File: config.mk
export PLATFORM = sky130hd
export DESIGN_NAME = skct_cell
export DESIGN_NICKNAME = d
export VERILOG_FILES = /design/src/hdl/skct_pkg.sv /design/src/hdl/skct_cell.sv
export SDC_FILE = /design/constraint.sdc
export NUM_CORES = 1
export LEC_CHECK = 0
export ABC_AREA = 1
export BUFFER_PORTS_ARGS = -buffer_cell sky130_fd_sc_hd__buf_2
export CAP_MARGIN = 20
export CORE_AREA = 4 4 289 291
export DETAILED_ROUTE_END_ITERATION = 10
export DIE_AREA = 0 0 293 295
export PLACE_DENSITY_LB_ADDON = 0.3
export REMOVE_ABC_BUFFERS = 1
export SLEW_MARGIN = 15
export SYNTH_ARGS = -nofsm -noshare
export SYNTH_HDL_FRONTEND = slang
export SYNTH_SLANG_ARGS = --single-unit
File: constraint.sdc
create_clock -name i_clk -period 13.12 [get_ports i_clk]
set_input_delay 0.656 -clock i_clk [delete_from_list [all_inputs] [get_ports i_clk]]
set_output_delay 0.656 -clock i_clk [all_outputs]
set_load 0.02 [all_outputs]
File: src/hdl/skct_pkg.sv
// ----------------------------------------------------------------------------
// skct_pkg: shared types and constants for the sorted key count table
// Table geometry, request codes, sequencer states and the record that
// each cell hands to the readout tree.
// ----------------------------------------------------------------------------
package skct_pkg;

    localparam int TABLE_DEPTH = 256;
    localparam int IDX_W       = (TABLE_DEPTH > 1) ? $clog2(TABLE_DEPTH) : 1;
    localparam int USED_W      = $clog2(TABLE_DEPTH + 1);
    localparam int KEY_W       = 152;
    localparam int KEY_HI_W    = 64;
    localparam int KEY_MID_W   = 64;
    localparam int KEY_LO_W    = 24;
    localparam int CNT_W       = 32;
    localparam int POS_W       = 8;
    localparam int DK_W        = 9;
    localparam int CMP_W       = (IDX_W > POS_W) ? IDX_W : POS_W;
    localparam int GRP_SIZE    = 16;
    localparam int GRP_CNT     = (TABLE_DEPTH + GRP_SIZE - 1) / GRP_SIZE;
    localparam int SLOT_CNT    = GRP_CNT * GRP_SIZE;

    localparam logic [CNT_W-1:0] COUNT_MAX = '1;

    typedef enum logic [1:0] {
        REQ_COUNT = 2'd0,
        REQ_READ  = 2'd1,
        REQ_CLEAR = 2'd2
    } t_req;

    typedef enum logic [1:0] {
        ST_IDLE,
        ST_CMP,
        ST_SEL,
        ST_RED
    } t_state;

    // Record a selected cell places on the readout tree; zero when not selected
    typedef struct packed {
        logic             hit;
        logic [POS_W-1:0] pos;
        logic [CNT_W-1:0] cnt;
        logic [KEY_W-1:0] key;
    } t_rec;

    // Broadcast control from the sequencer to every cell
    typedef struct packed {
        logic             cmp_en;
        logic             upd_en;
        logic             is_read;
        logic             ins;
        logic [POS_W-1:0] rd_idx;
    } t_cell_ctl;

endpackage

File: src/hdl/skct_cell.sv
// ----------------------------------------------------------------------------
// skct_cell: one table slot
// Holds a key and its count, compares against the broadcast key, and on an
// insert either loads the new key, takes its lower neighbor's entry, or holds.
// ----------------------------------------------------------------------------
module skct_cell
    import skct_pkg::*;
(
    input  logic              i_clk,
    input  logic [IDX_W-1:0]  i_index,
    input  logic [USED_W-1:0] i_used,
    input  logic [KEY_W-1:0]  i_key,
    input  t_cell_ctl         i_ctl,
    input  logic              i_prev_lt,
    input  logic [KEY_W-1:0]  i_prev_key,
    input  logic [CNT_W-1:0]  i_prev_cnt,
    output logic              o_lt,
    output logic              o_eq,
    output logic [KEY_W-1:0]  o_key,
    output logic [CNT_W-1:0]  o_cnt,
    output t_rec              o_rec
);

    logic [KEY_W-1:0] r_key;
    logic [CNT_W-1:0] r_cnt;
    logic             r_lt;
    logic             r_eq;
    logic             w_occ;
    logic             w_sel;

    assign w_occ = USED_W'(i_index) < i_used;

    // Count mode: the first slot whose key is not below the request key
    assign w_sel = i_ctl.is_read
                 ? (w_occ && (CMP_W'(i_index) == CMP_W'(i_ctl.rd_idx)))
                 : (i_prev_lt && !r_lt);

    always_ff @(posedge i_clk) begin
        if (i_ctl.cmp_en) begin
            r_lt <= w_occ && (r_key < i_key);
            r_eq <= w_occ && (r_key == i_key);
        end
        if (i_ctl.upd_en) begin
            if (r_eq) begin
                if (r_cnt != COUNT_MAX) begin
                    r_cnt <= r_cnt + CNT_W'(1);
                end
            end else if (i_ctl.ins) begin
                if (w_sel) begin
                    r_key <= i_key;
                    r_cnt <= CNT_W'(1);
                end else if (!r_lt) begin
                    // shift up: take the entry below
                    r_key <= i_prev_key;
                    r_cnt <= i_prev_cnt;
                end
            end
        end
    end

    assign o_lt  = r_lt;
    assign o_eq  = r_eq;
    assign o_key = r_key;
    assign o_cnt = r_cnt;

    always_comb begin
        o_rec = '0;
        if (w_sel) begin
            o_rec.hit = 1'b1;
            o_rec.pos = POS_W'(i_index);
            o_rec.cnt = r_cnt;
            o_rec.key = r_key;
        end
    end

endmodule

# Word level (Yosys, flattened, before mapping)
# Index checks and enable logic that the tools add are counted.
# W data, S select, Z words.
classes:
  n_reduce_logical: 8
  n_bitwise: 1
  order_cmp: 2
  muxes: 9
  add_sub_neg: 1
  eq_ne: 6
op_table:
  columns: ["op", "count"]
  rows:
  - ["$mux W152", 2]
  - ["$mux W193", 1]
  - ["$mux W32", 5]
  - ["$eq A152 B152 Y1", 1]
  - ["$lt A152 B152 Y1", 1]
  - ["$add A32 B1 Y32 const B", 1]
  - ["$ne A32 B32 Y1 const B", 1]
  - ["$lt A8 B9 Y1", 1]
  - ["$eq A8 B8 Y1", 1]
  - ["$reduce_and A4 Y1", 2]
  - ["$logic_and A1 B1 Y1", 4]
  - ["$ne A2 B1 Y1 const B", 2]
  - ["$ne A3 B1 Y1 const B", 1]
  - ["$reduce_bool A2 Y1", 1]
  - ["$logic_not A1 Y1", 1]
  - ["$mux W1", 1]
  - ["$not A1 Y1", 1]
word_totals:
  regBits: 186
  inputBits: 367
  word_cells: 31
  out_inout_bits: 379

# Depth between registers and ports, before layout
depth:
  word_depth: 6
  depth_mapped: 15
  mapped_depth_nobuf: 15

# Worst setup path after synthesis
# Ideal clock, no wire load.
synth_timing:
  kind: "input port to flip-flop"
  from: "input i_used[4]"
  to: "register r_key[0] (netlist: o_key[0]) (enable)"
  required_ns: 12.232
  stages: 9
  n_path_buf: 0
  setup_slack_ns: 0.035
  t_arrival_ns: 12.197
  setup_ns: 0.888
  path_cell_list: "inv_1 ha_1 a21oi_1 o21ai_0 nand2_1 nand3_2 inv_1 nand2_2 a211oi_1"
synth_via:
  elab_chain_len: 5
synth_rtl:
  columns: ["item", "line_no", "rtl"]
  rows:
  - ["start: declaration", "skct_cell.sv:11", "input logic [USED_W-1:0] i_used,"]
  - ["$lt A8 B9 Y1", "skct_cell.sv:31", "assign w_occ = USED_W'(i_index) < i_used;"]
  - ["$logic_and A1 B1 Y1", "skct_cell.sv:35", "? (w_occ && (CMP_W'(i_index) == CMP_W'(i_ctl.rd_idx)))"]
  - ["$mux W1", "skct_cell.sv:35", null]
  - ["$ne A2 B1 Y1 (no line)", null, null]
  - ["$reduce_and A4 Y1 (no line)", null, null]
  - ["end signal: assignment", "skct_cell.sv:50", "r_key <= i_key;"]
  - ["end signal: assignment", "skct_cell.sv:54", "r_key <= i_prev_key;"]
  - ["end: declaration", "skct_cell.sv:24", "logic [KEY_W-1:0] r_key;"]
# Every way passes these cells.
# A chain may end at the register's enable or synchronous reset.

==> impl_summary.txt <==
----------------------------------------------------
[Status]
  Status ... finished clean

[Clock tree]
  Worst-path clk slew ... roughly 80 ps
  Post-cts hold buffer count ... 0
  Root buf cell ... clkbuf_16
  CTS tree ... done
  Clk sinks ... around 190
  Setup bufs post-CTS ... 0
  Clock insertion delay at the later pin of the skew report ... a little under 500 ps
  PostCTS Resize Cnt ... 0
  Total number of H-tree levels ... 4
  CTS Buffer Depth ... 2
  Total clock buffers created by CTS ... 17

[GRT]
  First-pass GRT wire length ... 91.4 mm
  GRT Total Usage ... between 10% and 20%
  Remaining Overflow, GRT ... 0
  Number of antenna violations at the first check in global routing ... 8
  Number of global-route vias before repair ... 14600
  Largest net degree at the start of global routing ... 174

[Power and ir drop]
  Internal Dissipation ... between 1 and 1.5 mW
  Share of total power in sequential cells ... approximately two fifths
  Static Leakage ... 11.1 nW
  PwrDens ... 83.8 nW/µm²
  Comb power frac ... between 20% and 30%
  Maximum ir drop on the vdd rail ... a little under 90 µV
  Switching power ... approximately 0.55 mW
  Switching fraction of total power ... about 32%
  Clock share of power ... a little over a third

[Drt]
  Drt drc ... 0
  Average wire per cell in the routed design ... 17.2 µm
  Number of iterations in the first detailed-routing pass ... 5
  Post-DRT Antenna Nets ... 0
  Via count normalized by instance count ... a little under 4
  Vias ... ~15000
  Initial DRC count ... approximately 630
  Total Routed Length ... roughly 64 mm

[Final layout]
  Layout cells sized above 1 ... between 30% and 40%
  Number of nets in the layout ... about 3100
  Commonest cells after routing, fill and taps aside ... buf_2, nand2_1, inv_1
  P&R area growth vs syn ... 34.4%
  Number of fill cells in the layout ... about 9100
  Most common cell after layout, fill and taps aside ... buf_2
  Fin area ... ~20000 µm²

[Timing]
  Period utilisation layout ... roughly 32%
  Final setup TNS ... 0 ps
  Slew @ Worst Pin ... ~1000 ps
  Time the final worst path needs with I/O delays and setup ... between 4000 and 5000 ps
  Final setup vio count ... 0
  Maximum clock frequency ... between 200 and 250 MHz
  Pins Over Slew Limit ... 0
  Worst max-slew margin expressed relative to the limit ... approximately 32%
  Final-report hold violation count ... 0
  Clock skew after layout ... between 20 and 25 ps
  Setup repair after global routing missed its margin ... no

[Placed design]
  IO Port Bufs ... roughly 750
  Placed Area ... 19600 µm²
  Weighted congestion at the end of routability-driven global placement ... about 0.86
  HPWL after detailed placement ... roughly 54 mm

[Setup path]
  Required time of the critical path ... approximately 12000 ps
  Buffers & Inverters on Critical Path ... 5
  Crit path capture type ... output port
  Arrival time of data at the critical path endpoint ... 3560 ps
  Category of the worst setup path launch point ... input port
  Largest stage delay, worst path ... 840 ps
  Cell Chain, Critical Path ... buf_2 > ha_1 > nand2_1 > o21ai_0 > nand2_1 > nand3_2 > inv_1 > nand2_2 > nand2_4 > clkinv_16 > buf_4 > nor2_1 > buf_2
  Worst setup path class ... input port to output port
  Crit path max fanout ... about 140
  Flop-to-flop setup slack ... between 10000 and 15000 ps
  Largest delay share family, worst path ... buffers and inverters
  Cell with the largest stage delay on the worst path ... buf_4

[Yosys]
  Synth Cell Area ... 15100 µm²
  Number of enable flip-flop cells after synthesis ... about 190
  #FFs+latches synth ... approximately 190
  Fraction of registers with async set/reset ... 0%
  Portion of the post-synthesis area used by sequential elements ... a little under two fifths
  Number of warning messages in the yosys log ... 0
  Count of mapped cells out of synthesis ... about 1900
  Main flop type after synthesis ... edfxtp_1
  Number of distinct library cells after synthesis ... 42
  Synthesized area divided by synthesized cell count ... 7.88 µm²

[Die]
  Site row count ... approximately 100
  Die outline width ... slightly below 300 µm
  Vertical die dimension ... 295 µm
  Ports placed on the boundary ... 746
  Starting density of the core ... 18.7%
  Placeable Area ... between 80000 and 90000 µm²
  Floorplan die area ... 86400 µm²

[Worst hold path]
  Path class of the lowest-slack min-delay path ... input port to flip-flop

[Flow run]
  Count of maximum capacitance violations ... 0

----------------------------------------------------
==> state kept, by name (all words and copies together), names as in the netlist <==
name   flops
o_cnt     32
o_eq       1
o_key    152
o_lt       1
==> worst paths after layout <==
path | from | endpoint | cells past startpoint
min | i_ctl[11] | o_eq | 1
max | i_index[3] | o_rec[116] | 13
max reg2reg | o_lt | o_key[25] | 7
min reg2reg | o_cnt[5] | o_cnt[5] | 2
==> routing by layer <==
metal	up-vias	share of wire [%]	GRT usage, %
met3	63	6.3	3.47
met5	-	0.060	0
li1	7523	-	-
met2	506	51	25.7
met1	6594	40	16.6
met4	6	2.1	3.97
==> kinds of logic after synthesis <==
kind of cell	count (synthesis)	share of synthesized area (%)
compound gates	297	13.2
xor+xnor	19	1.10
flops	186	37.1
buf+inv	466	14.3
fa+ha+maj	160	13.3
simple gates	784	21.0
==> cell type report <==
class / instances / area [µm²] / area share [%]
multi-input cells: 1260 / 7340 / 36.2
flip-flops and latches: 186 / 5590 / 27.6
repair buffers: 755 / 3820 / 18.8
inverters: 401 / 1530 / 7.56
well taps: 1060 / 1330 / 6.55
clock buffers: 18 / 429 / 2.12
clock inverters: 14 / 208 / 1.03
diodes: 5 / 12.5 / 0.0618
==> stage by stage <==
step	setup WS, ps	util [%]	hold WS, ps	instances	total power, mW
after floorplan	35.4	-	768	1847	0.948
after global placement	8890	24.3	721	3662	1.11
after detailed placement	8830	24.3	732	3662	1.11
after CTS	8830	25.1	364	3694	1.73
after global routing	8600	25.1	371	3696	1.80
final	8900	25.1	416	3699	1.70
==> cells in the mapped netlist, types with 5 or more instances <==
cell | n | area share [%]
a21oi_1 | 77 | 2.6
nor2_1 | 269 | 6.7
nand3_1 | 42 | 1.4
nand4_1 | 14 | 0.58
o21ai_2 | 120 | 7.0
o21ai_1 | 5 | 0.17
nand2_1 | 417 | 10
inv_1 | 396 | 9.9
clkbuf_1 | 7 | 0.17
xor2_1 | 17 | 0.99
buf_6 | 51 | 3.8
ha_1 | 160 | 13
o21a_1 | 8 | 0.40
nor4_1 | 7 | 0.29
a21o_1 | 5 | 0.25
nor3_1 | 16 | 0.53
o21ai_0 | 76 | 2.5
edfxtp_1 | 186 | 37
==> power by group through the flow <==
| stage | Combinational, mW | Clock (mW) | Sequential [mW] |
|---|---|---|---|
| after floorplan | 0.208 | 0 | 0.740 |
| after global placement | 0.390 | 0 | 0.721 |
| after detailed placement | 0.391 | 0 | 0.721 |
| after CTS | 0.393 | 0.632 | 0.708 |
| after global routing | 0.436 | 0.650 | 0.710 |
| final | 0.384 | 0.604 | 0.707 |
Note: power is estimated with default switching activity, not from simulation.
